===== src/hw/rtl/asb_pkg.sv =====
package asb_pkg;

   // frame and sprite geometry
   localparam int FRAME_WIDTH     = 320;
   localparam int FRAME_HEIGHT    = 256;
   localparam int SPRITE_SIZE     = 32;
   localparam int FRAME_PIXELS    = FRAME_WIDTH * FRAME_HEIGHT;
   localparam int SPRITE_TEXELS   = SPRITE_SIZE * SPRITE_SIZE;
   localparam int FRAME_ADDR_BITS = $clog2(FRAME_PIXELS);
   localparam int SPR_IDX_BITS    = $clog2(SPRITE_SIZE);
   localparam int SPR_ADDR_BITS   = 2 * SPR_IDX_BITS;
   localparam int SIZE_BITS       = $clog2(SPRITE_SIZE + 1);
   localparam int COL_BITS        = $clog2(FRAME_WIDTH);
   localparam int ROW_BITS        = $clog2(FRAME_HEIGHT);
   localparam int COORD_BITS      = 12;

   // item fields
   localparam int FUNC_BITS  = 2;
   localparam int ADDR_BITS  = 17;
   localparam int PIX_BITS   = 8;
   localparam int CX_BITS    = 9;
   localparam int CY_BITS    = 8;
   localparam int CFG_BITS   = 6;
   localparam int CSR_IDX_BITS = 4;

   localparam int ADDR_LSB  = 0;
   localparam int VALUE_LSB = ADDR_LSB + ADDR_BITS;
   localparam int CX_LSB    = VALUE_LSB + PIX_BITS;
   localparam int CY_LSB    = CX_LSB + CX_BITS;
   localparam int REQ_FIELD_BITS = CY_LSB + CY_BITS;
   localparam int REQ_TDATA_BITS = ((REQ_FIELD_BITS + 7) / 8) * 8;
   localparam int RSP_FIELD_BITS = PIX_BITS + 1;
   localparam int RSP_TDATA_BITS = ((RSP_FIELD_BITS + 7) / 8) * 8;

   localparam logic [PIX_BITS-1:0] SAT_MAX = '1;

   localparam logic [CSR_IDX_BITS-1:0] REG_SPRITE_WIDTH  = 4'd0;
   localparam logic [CSR_IDX_BITS-1:0] REG_SPRITE_HEIGHT = 4'd1;
   localparam logic [CFG_BITS-1:0]     SIZE_RESET        = 6'd32;

   typedef enum logic [FUNC_BITS-1:0] {
      FUNC_SPRITE_WR = 2'd0,
      FUNC_FRAME_WR  = 2'd1,
      FUNC_BLIT      = 2'd2,
      FUNC_FRAME_RD  = 2'd3
   } asb_func_type;

   typedef struct packed {
      logic load;
      logic exec;
      logic scan;
      logic result;
   } asb_cmd_type;

   typedef struct packed {
      asb_func_type func;
      logic         size_zero;
      logic         last_pixel;
   } asb_sts_type;

endpackage


===== src/hw/rtl/asb_ctrl.sv =====
module asb_ctrl (
   input  logic               clock,
   input  logic               reset,
   input  logic               req_tvalid,
   output logic               req_tready,
   output logic               rsp_tvalid,
   input  logic               rsp_tready,
   output asb_pkg::asb_cmd_type cmd,
   input  asb_pkg::asb_sts_type sts
);
   import asb_pkg::*;

   typedef enum logic [2:0] {
      ST_IDLE,
      ST_DECODE,
      ST_SCAN,
      ST_DRAIN,
      ST_FINISH
   } state_type;

   state_type state_ff;
   logic      ready_ff;
   logic      rsp_valid_ff;
   logic      drain_ff;

   assign req_tready = ready_ff;
   assign rsp_tvalid = rsp_valid_ff;

   always_comb begin
      cmd.load   = req_tvalid && ready_ff;
      cmd.exec   = (state_ff == ST_DECODE);
      cmd.scan   = (state_ff == ST_SCAN);
      cmd.result = (state_ff == ST_FINISH) && (!rsp_valid_ff || rsp_tready);
   end

   always_ff @(posedge clock) begin
      if (reset) begin
         state_ff     <= ST_IDLE;
         ready_ff     <= 1'b1;
         rsp_valid_ff <= 1'b0;
         drain_ff     <= 1'b0;
      end else begin
         if (cmd.result) begin
            rsp_valid_ff <= 1'b1;
         end else if (rsp_valid_ff && rsp_tready) begin
            rsp_valid_ff <= 1'b0;
         end
         case (state_ff)
            ST_IDLE: begin
               if (req_tvalid && ready_ff) begin
                  ready_ff <= 1'b0;
                  state_ff <= ST_DECODE;
               end
            end
            ST_DECODE: begin
               if (sts.func == FUNC_BLIT && !sts.size_zero) begin
                  state_ff <= ST_SCAN;
               end else begin
                  state_ff <= ST_FINISH;
               end
            end
            ST_SCAN: begin
               if (sts.last_pixel) begin
                  drain_ff <= 1'b0;
                  state_ff <= ST_DRAIN;
               end
            end
            ST_DRAIN: begin
               // wait here for the read and write-back stages to empty
               drain_ff <= 1'b1;
               if (drain_ff) begin
                  state_ff <= ST_FINISH;
               end
            end
            ST_FINISH: begin
               if (!rsp_valid_ff || rsp_tready) begin
                  ready_ff <= 1'b1;
                  state_ff <= ST_IDLE;
               end
            end
            default: begin
               state_ff <= ST_IDLE;
            end
         endcase
      end
   end

endmodule


===== config.mk =====
export PLATFORM = sky130hd
export DESIGN_NAME = asb_ctrl
export DESIGN_NICKNAME = d
export VERILOG_FILES = /design/src/hw/rtl/asb_pkg.sv /design/src/hw/rtl/asb_ctrl.sv
export SDC_FILE = /design/constraint.sdc
export NUM_CORES = 1
export LEC_CHECK = 0
export BUFFER_PORTS_ARGS = -buffer_cell sky130_fd_sc_hd__buf_2
export CORE_AREA = 5 5 42 44
export CTS_BUF_LIST = sky130_fd_sc_hd__clkbuf_8
export DETAILED_ROUTE_END_ITERATION = 16
export DIE_AREA = 0 0 47 49
export HOLD_SLACK_MARGIN = 0.02
export PLACE_DENSITY = 0.53
export REMOVE_ABC_BUFFERS = 1
export SLEW_MARGIN = 15
export SYNTH_ARGS = -nofsm -noshare
export SYNTH_HDL_FRONTEND = slang
export SYNTH_SLANG_ARGS = --single-unit

===== constraint.sdc =====
create_clock -name clock -period 1.5 [get_ports clock]
set_input_delay 0.15 -clock clock [delete_from_list [all_inputs] [get_ports clock]]
set_output_delay 0.15 -clock clock [all_outputs]
set_load 0.005 [all_outputs]

### After elaboration in Yosys (flattened, before gate mapping)

Cells that the tools add are included.

| word-level totals | value |
|---|---|
| register bits after elaboration | 6 |
| logic and storage cells | 40 |

| cells by class | value |
|---|---|
| equal/unequal tests | 9 |
| mux-type cells | 13 |
| reduce and logical (&&, ||, !) cells | 14 |

Operator list:

| operator | count |
|---|---|
| $mux 3 | 5 |
| $pmux 3 s5 | 1 |
| $eq 3x2->1 const B | 2 |
| $reduce_bool 2->1 | 3 |
| $mux 1 | 5 |
| $logic_and 1x1->1 | 4 |
| $ne 2x1->1 const B | 2 |
| $ne 2x2->1 const B | 2 |
| $pmux 1 s2 | 2 |
| $reduce_and 4->1 | 1 |
| $eq 3x1->1 const B | 1 |
| $eq 3x3->1 const B | 1 |
| $logic_not 3->1 | 1 |
| $reduce_and 3->1 | 1 |
| $eq 2x2->1 const B | 1 |
| $logic_not 1->1 | 2 |
| $reduce_and 2->1 | 1 |
| $logic_or 1x1->1 | 1 |

### Logic depth before layout (Yosys ltp)

Gate-level depths: netlist (run 1).

| logic depth | value |
|---|---|
| depth in word-level cells | 4 |
| gate-level depth with buffers | 4 |
| gate-level depth less buffers | 3 |

### Least setup slack after synthesis (run 1)

No wires, ideal clock.

| path | value |
|---|---|
| path type | reg-to-reg |
| start | register state_ff[1] |
| end | register state_ff[2] |
| setup time | 70 ps |
| arrival | 1094 ps |
| required time | 1430 ps |
| setup slack | 336 ps |
| cell stages (with the launch flop) | 5 |
| buffers on the path | 1 |
| cells stage by stage | dfxtp_1 buf_6 nor2b_1 or4b_1 a21oi_1 |

| between the ends | value |
|---|---|
| cells in the longest elaborated chain, start to end | 3 |

Ends and longest elaborated chain:

| element | RTL line | RTL |
|---|---|---|
| from (decl) | asb_ctrl.sv:21 | `state_type state_ff;` |
| from (signal assigned) | asb_ctrl.sv:38 | `state_ff <= ST_IDLE;` |
| from (signal assigned) | asb_ctrl.sv:52 | `state_ff <= ST_DECODE;` |
| from (signal assigned) | asb_ctrl.sv:57 | `state_ff <= ST_SCAN;` |
| $eq 3x3->1 (tied with other cells) | asb_ctrl.sv:48 | `case (state_ff)` |
| $ne 2x1->1 (no line) / $ne 2x2->1 (equally long branches) | -- |  |
| $reduce_and 4->1 (no line) | -- |  |

Parallel ways exist; a longest one is shown, timed or not.
A chain may end at the register's enable or synchronous reset.

### Worst setup path in the final report (run 1)

Ends and elaborated chain as after synthesis.

==> results of run 1 <==
[path summary, 6_finish.rpt]
check                           start                       end  slack [ps]  cells past startpoint
min reg2reg   rsp_tvalid$_SDFFE_PP0P_   rsp_tvalid$_SDFFE_PP0P_         510                      2
max reg2reg  state_ff[1]$_SDFFE_PP0P_  state_ff[2]$_SDFFE_PP0P_         210                      3
min                             reset  state_ff[2]$_SDFFE_PP0P_         160                      2
max          state_ff[1]$_SDFFE_PP0P_  state_ff[2]$_SDFFE_PP0P_         210                      3
[per-layer routing]
layer | track usage, % | wire length [µm] | vias up
li1 | - | - | 163
met1 | 9.69 | 346 | 131
met2 | 7.47 | 272 | 10
met3 | 2.95 | 70 | 0
met4 | 5.53 | 0 | 0
met5 | 0 | 0 | -
[logic make-up (layout without fill, tap and decap cells)]
kind of cell | count (synthesis) | count (layout) | share of synthesized area, %
buf+inv | 4 | 17 | 7.09
simple gates | 20 | 20 | 36.2
flops | 6 | 6 | 37.8
compound gates | 9 | 9 | 18.9
[sequential cells by signal, summed over array words and instances (netlist names)]
register    count
rsp_tvalid      1
drain_ff        1
state_ff        3
req_tready      1
[critical path: cells and delay by family (launching register included)]
kind | cells | cell delay (ps)
flip-flops | 1 | 460
AND/OR/NAND/NOR | 2 | 620
AO/OA/AOI/OAI | 1 | 140
[stage by stage]
stage / total power, mW / util, % / cell area (µm²)
2_1_floorplan: 0.208 / - / 299
3_3_place_gp: 0.234 / 27.4 / 384
3_5_place_dp: 0.233 / 27.4 / 384
4_1_cts: 0.479 / 30.4 / 425
5_1_grt: 0.497 / 30.5 / 428
6_report: 0.467 / 30.5 / 428
[cell type report]
cell class / instances / area [µm²] / area share, %
Inverter: 1 / 3.75 / 0.877
Multi-Input combinational cell: 29 / 178 / 41.5
Tap cell: 16 / 20.0 / 4.68
Timing Repair Buffer: 13 / 65.1 / 15.2
Sequential cell: 6 / 120 / 28.1
Clock buffer: 3 / 41.3 / 9.65
[Yosys cell counts, drive strengths merged]
| library cell | instances |
|---|---|
| nor2 | 4 |
| or4b | 1 |
| nor4b | 1 |
| nor2b | 4 |
| nor3 | 1 |
| a31o | 1 |
| a32oi | 1 |
| nor3b | 2 |
| and2 | 1 |
| nand3b | 1 |
| a211oi | 1 |
| o21ai | 1 |
| o21bai | 1 |
| a21oi | 3 |
| nand3 | 1 |
| clkbuf | 2 |
| inv | 1 |
| a22oi | 1 |
| dfxtp | 6 |
| buf | 1 |
| nand2b | 1 |
| nand2 | 3 |
[where the power goes]
group | switching [mW] | internal [mW]
Combinational | 0.0222 | 0.0296
Sequential | 0.0113 | 0.168
Clock | 0.0636 | 0.172
[timing repair]
item                                    CTS  global route
resized for setup                         0             1
setup buffers                             0             0
endpoints found under the setup margin    0             1
==> impl_metrics.json, run 1 <==
{
  "status": "completed",
  "period_share_pct": 85.9,
  "critPathMaxFanout": 9,
  "setup_ws_ps": 212,
  "hold_path_class": "in2reg",
  "yosys.area.top_type": "dfxtp_1",
  "die_h_um": 49,
  "first_pass_iters": 4,
  "ir_drop_mv": 0.375,
  "synth_area_leaders": "dfxtp_1 38%, nor2b_1 7.9%, a21oi_1 4.7%, nor2_1 4.7%, nor3b_1 4.7%",
  "maxSlewViolCount": 0,
  "fillers": 168,
  "vias": 304,
  "synthDistinctLibCells": 22,
  "cp-start-kind": "flop",
  "cts_tree": "done",
  "placedCellCount": 65,
  "portBuffers": 13,
  "avgViaCountPerCell": 4.47,
  "cts_buffers": 3,
  "required_ps": 1650,
  "setup_viol": 0,
  "cp_cell_sequence": "nor4b_1, or4b_1, a21oi_1",
  "clk_root_buffer_cell": "clkbuf_8",
  "htreeDepth": 1,
  "grt_pass1_wl_mm": 1.12,
  "routedWlPerCell_um": 10.1,
  "holdBufCountCts": 0,
  "cts.sinks": 6,
  "slowest_delay_ps": 510,
  "core-area_mm2": 0.00140,
  "num_antenna_cells": 0,
  "yosys_warnings": 0,
  "overflow": 0,
  "grt_max_degree": 11,
  "drt_iter0_drc": 10,
  "pre_cts_ws_ps": 245,
  "worstSetupPathType": "reg2reg",
  "final_cell_mix": "13 x buf_2, 6 x dfxtp_1, 4 x nor2b_1",
  "clockBufferDepth": 2,
  "synthCells": 39,
  "final_cells": 68,
  "post-route-min-period_ps": 1290,
  "hold_ws_ps": 161,
  "final_net_count": 62,
  "syn_area_per_cell_um2": 8.15,
  "place_congestion": 0.676,
  "postRouteAntennaNets": 0,
  "clock_latency_ps": 220,
  "max_freq_ghz": 0.776,
  "grt_antenna_before_repair": 0,
  "maxCapViolCount": 0,
  "arrival_ps": 1440,
  "synth_area_um2": 318,
  "track_usage_pct": 6.84,
  "setup_tns_ps": 0,
  "end_kind": "flop",
  "totalWireLength_um": 688,
  "rsz0062_at_grt": "no",
  "dpl.hpwl_um": 528,
  "clock_skew_ps": 0.779,
  "final_common_cell": "buf_2",
  "worst_pin_slew_ps": 324,
  "initial_utilization_pct": 22.7,
  "powerDensity_mw_per_mm2": 1090,
  "area_delta_synth_final_pct": 34.6,
  "first_global_vias": 272,
  "synth_seq_cells": 6,
  "dieArea_mm2": 0.00230,
  "finalHoldViolCount": 0,
  "cpMaxStageDelayCell": "or4b_1",
  "cellLeakagePower_nw": 0.180,
  "pin_count": 14,
  "clk_pin_slew_ps": 30,
  "max_slew_margin_pct": 78.1,
  "rows": 14,
  "seq_area_frac_synth_pct": 37.8,
  "drc": 0,
  "synth.top_cell.area_share_pct": 37.8,
  "drive_gt1_share_pct": 34.6,
  "die_x_um": 47
}
Power figures use the tool's default switching activity.
==> inputs of run 2 (changes only) <==
RECOVER_POWER = 100   (was not set)
==> impl_metrics.json, run 2 (synthesis gave the netlist of run 1 again) <==
{
  "top_register": "state_ff",
  "ir_drop_mv": 0.373,
  "final_net_count": 62,
  "dieArea_mm2": 0.00230,
  "drive_gt1_share_pct": 28.8,
  "grt_max_degree": 11,
  "r2r-start": "state_ff[1]$_SDFFE_PP0P_",
  "die_h_um": 49,
  "cp_cell_sequence": "nor4b_1, or4b_1, a21oi_1",
  "first_pass_iters": 4,
  "rrSetupSlack_ps": 210,
  "cts.sinks": 6,
  "rsz0062_at_grt": "no",
  "maxSlewViolCount": 0,
  "reg2reg_depth": 3,
  "finalHoldViolCount": 0,
  "routedWlPerCell_um": 10.2,
  "postRouteAntennaNets": 0,
  "final_cells": 68,
  "powerDensity_mw_per_mm2": 1100,
  "setup_viol": 0,
  "hold_path_class": "in2reg",
  "final_common_cell": "buf_2",
  "cpMaxStageDelayCell": "or4b_1",
  "critPathMaxFanout": 9,
  "status": "completed",
  "num_antenna_cells": 0,
  "cts_buffers": 3,
  "dpl.hpwl_um": 528,
  "arrival_ps": 1440,
  "crit_family": "simple AND/OR/NAND/NOR gates",
  "clk_pin_slew_ps": 30,
  "clock_skew_ps": 0.765,
  "portBuffers": 13,
  "worstHoldStart": "reset",
  "path_buf_inv": 0,
  "core-area_mm2": 0.00140,
  "track_usage_pct": 6.84,
  "htreeDepth": 1,
  "rows": 14,
  "clk_root_buffer_cell": "clkbuf_8",
  "worst_pin_slew_ps": 324,
  "reg2reg_to": "state_ff[2]$_SDFFE_PP0P_",
  "largest_reg_flops": 3,
  "grt_pass1_wl_mm": 1.12,
  "post-route-min-period_ps": 1290,
  "pre_cts_ws_ps": 245,
  "placedCellCount": 65,
  "setup_ws_ps": 214,
  "clockBufferDepth": 2,
  "required_ps": 1650,
  "final_cell_mix": "10 x buf_2, 6 x dfxtp_1, 4 x nor2b_1",
  "end_kind": "flop",
  "avgViaCountPerCell": 4.50,
  "setup_tns_ps": 0,
  "place_congestion": 0.676,
  "grt_antenna_before_repair": 0,
  "area_delta_synth_final_pct": 33.5,
  "min_to": "state_ff[2]$_SDFFE_PP0P_",
  "drt_iter0_drc": 9,
  "totalWireLength_um": 691,
  "overflow": 0,
  "first_global_vias": 272,
  "fillers": 170,
  "pin_count": 14,
  "holdBufCountCts": 0,
  "cp-start-kind": "flop",
  "max_slew_margin_pct": 78.1,
  "period_share_pct": 85.7,
  "drc": 0,
  "cellLeakagePower_nw": 0.167,
  "initial_utilization_pct": 22.7,
  "slowest_delay_ps": 510,
  "die_x_um": 47,
  "placed_cell_area_um2": 384,
  "vias": 306,
  "maxCapViolCount": 0,
  "design_area_um2": 424,
  "cts_tree": "done",
  "clock_latency_ps": 220,
  "worstSetupPathType": "reg2reg",
  "hold_depth": 2,
  "max_freq_ghz": 0.778
}
run 2: cell types whose count changed in the layout (fill, tap and decap cells not counted):
| cell | change |
|---|---|
| buf_2 | -3 |
| o21ai_0 | +1 |
| and2_1 | -1 |
| clkbuf_1 | +3 |
| o21ai_1 | -1 |
| and2_0 | +1 |
run 2: power by group:
group | switching (mW) | internal [mW] | leakage, nW
clock network | 0.0635 | 0.172 | 0.0216
registers | 0.0114 | 0.168 | 0.0490
logic | 0.0222 | 0.0285 | 0.0965
run 2: worst max path at each step:
stage	start	to	slack (ps)	cells past startpoint
final	state_ff[1]$_SDFFE_PP0P_	state_ff[2]$_SDFFE_PP0P_	210	3
after global routing	state_ff[1]$_SDFFE_PP0P_	state_ff[2]$_SDFFE_PP0P_	90	3
after CTS	state_ff[1]$_SDFFE_PP0P_	cmd[0]	130	4
after detailed placement	state_ff[1]$_SDFFE_PP0P_	state_ff[2]$_SDFFE_PP0P_	250	3
after global placement	state_ff[1]$_SDFFE_PP0P_	state_ff[2]$_SDFFE_PP0P_	260	3
after floorplan	state_ff[1]$_SDFFE_PP0P_	state_ff[2]$_SDFFE_PP0P_	320	3
run 2: per-stage QoR:
step / hold slack, ps / total power, mW / utilization (%)
after floorplan: 219 / 0.208 / -
after global placement: 398 / 0.234 / 27.4
after detailed placement: 392 / 0.233 / 27.4
after CTS: 160 / 0.479 / 30.4
after global routing: 178 / 0.495 / 30.3
final: 164 / 0.466 / 30.3
run 2: final cells by class:
class	instances	area (µm²)	share of cell area [%]
tap	16	20.0	4.72
sequential	6	120	28.3
timing repair buffer	13	61.3	14.5
clock buffer	3	41.3	9.73
multi-input combinational	29	178	41.9
inverter	1	3.75	0.885
run 2: repair_timing:
action	4_1_cts	5_1_grt
resized for setup	0	1
setup buffers	0	0
endpoints found under the setup margin	0	1
run 2: per-layer routing:
| metal | part of all wire, % | global-route usage (%) | up-vias | wire length [µm] |
|---|---|---|---|---|
| li1 | - | - | 164 | - |
| met1 | 51 | 9.69 | 132 | 349 |
| met2 | 39 | 7.47 | 10 | 271 |
| met3 | 10 | 2.95 | 0 | 70 |
| met4 | 0 | 5.53 | 0 | 0 |
| met5 | 0 | 0 | - | 0 |
==> inputs of run 3 (changes only) <==
SETUP_SLACK_MARGIN = 0.5   (was not set)
clock period = 1.65 ns   (was 1.5 ns; I/O delays follow)
==> impl_metrics.json, run 3 (synthesis gave the netlist of run 1 again) <==
{
  "status": "completed",
  "worst_pin_slew_ps": 330,
  "clock_latency_ps": 220,
  "top_register": "state_ff",
  "ff_latch_area_um2": 124,
  "cp-start-kind": "flop",
  "routedWlPerCell_um": 10.9,
  "worstSetupPathType": "reg2out",
  "path_buf_inv": 1,
  "num_antenna_cells": 0,
  "max_freq_ghz": 0.809,
  "cpMaxStageDelayCell": "dfxtp_1",
  "cts_tree": "done",
  "totalWireLength_um": 773,
  "drive_gt1_share_pct": 32.7,
  "period_share_pct": 74.9,
  "place_congestion": 0.676,
  "cts_buffers": 3,
  "grt_pass1_wl_mm": 1.21,
  "post-route-min-period_ps": 1240,
  "crit_family": "simple AND/OR/NAND/NOR gates",
  "initial_utilization_pct": 22.7,
  "postRouteAntennaNets": 0,
  "max_slew_margin_pct": 77.7,
  "pin_count": 14,
  "die_x_um": 47,
  "cp_cell_sequence": "nor2_1, nand2_2, nor2_1, buf_2",
  "critPathMaxFanout": 6,
  "htreeDepth": 1,
  "cellLeakagePower_nw": 0.180,
  "setup_tns_ps": 0,
  "grt_max_degree": 11,
  "largest_reg_flops": 3,
  "holdBufCountCts": 0,
  "powerDensity_mw_per_mm2": 969,
  "cpMostUsedCell": "nor2_1",
  "fillers": 171,
  "required_ps": 1480,
  "first_global_vias": 291,
  "final_common_cell": "buf_2",
  "dpl.hpwl_um": 535,
  "clk_pin_slew_ps": 40,
  "overflow": 0,
  "clock_skew_ps": 1.91,
  "setup_viol": 0,
  "clockBufferDepth": 2,
  "slowest_delay_ps": 340,
  "first_pass_iters": 3,
  "portBuffers": 13,
  "grt_antenna_before_repair": 0,
  "end_kind": "primary output",
  "final_net_count": 65,
  "arrival_ps": 1070,
  "hold_path_class": "in2reg",
  "ir_drop_mv": 0.360,
  "maxSlewViolCount": 0,
  "cts.sinks": 6,
  "maxCapViolCount": 0,
  "hold_ws_ps": 179,
  "clk_root_buffer_cell": "clkbuf_8",
  "rows": 14,
  "final_cell_mix": "11 x buf_2, 5 x dfxtp_1, 4 x nor2b_1, 4 x nor2_1, 4 x clkbuf_1",
  "drt_iter0_drc": 5,
  "rsz0062_at_grt": "yes",
  "drc": 0,
  "die_h_um": 49,
  "area_delta_synth_final_pct": 39.8,
  "finalHoldViolCount": 0,
  "multi_input_area_um2": 178,
  "vias": 330,
  "core-area_mm2": 0.00140,
  "dieArea_mm2": 0.00230,
  "avgViaCountPerCell": 4.65,
  "track_usage_pct": 7.26
}
-- run 3: through the flow --
step                      setup slack, ps  util, %  power (mW)  cells  cell area, µm²
after global placement                407     27.4       0.213     65             384
after CTS                             476     31.9       0.439     69             447
after floorplan                       473        -       0.189     36             299
final                                 414     31.7       0.430     71             444
after detailed placement              401     27.4       0.212     65             384
after global routing                  315     31.7       0.453     71             444
-- run 3: final timing paths --
kind	cells after the start	slack, ps	end	start
setup / recovery	4	410	cmd[0]	state_ff[1]$_SDFFE_PP0P_
hold / removal	2	180	state_ff[0]$_SDFFE_PP0P_	reset
setup reg to reg	3	460	state_ff[2]$_SDFFE_PP0P_	state_ff[1]$_SDFFE_PP0P_
hold reg to reg	2	510	rsp_tvalid$_SDFFE_PP0P_	rsp_tvalid$_SDFFE_PP0P_
-- run 3: where the power goes --
part           internal [mW]  switching (mW)  total (mW)
clock                  0.156          0.0597       0.216
combinational         0.0290          0.0233      0.0523
sequential             0.153         0.00919       0.162
total                  0.338          0.0922       0.430
-- run 3: cell type report --
class / instances / share of cell area (%)
Multi-Input combinational cell: 29 / 40.0
Sequential cell: 6 / 27.9
Timing Repair Buffer: 16 / 17.5
Clock buffer: 3 / 9.30
Tap cell: 16 / 4.51
Inverter: 1 / 0.845
-- run 3: per-layer routing --
metal	up-vias	GRT usage, %	routed length (µm)
met4	0	5.53	27
met2	13	8.37	316
met3	3	2.95	69
met5	-	0	0
met1	145	10.2	360
li1	169	-	-
-- run 3: what timing repair did --
| item | CTS | global route |
|---|---|---|
| endpoints found under the setup margin | 4 | 5 |
| buffers inserted | 1 | 2 |
| cloned | 0 | 0 |
| pin swaps | 1 | 3 |
| resized for setup | 6 | 4 |
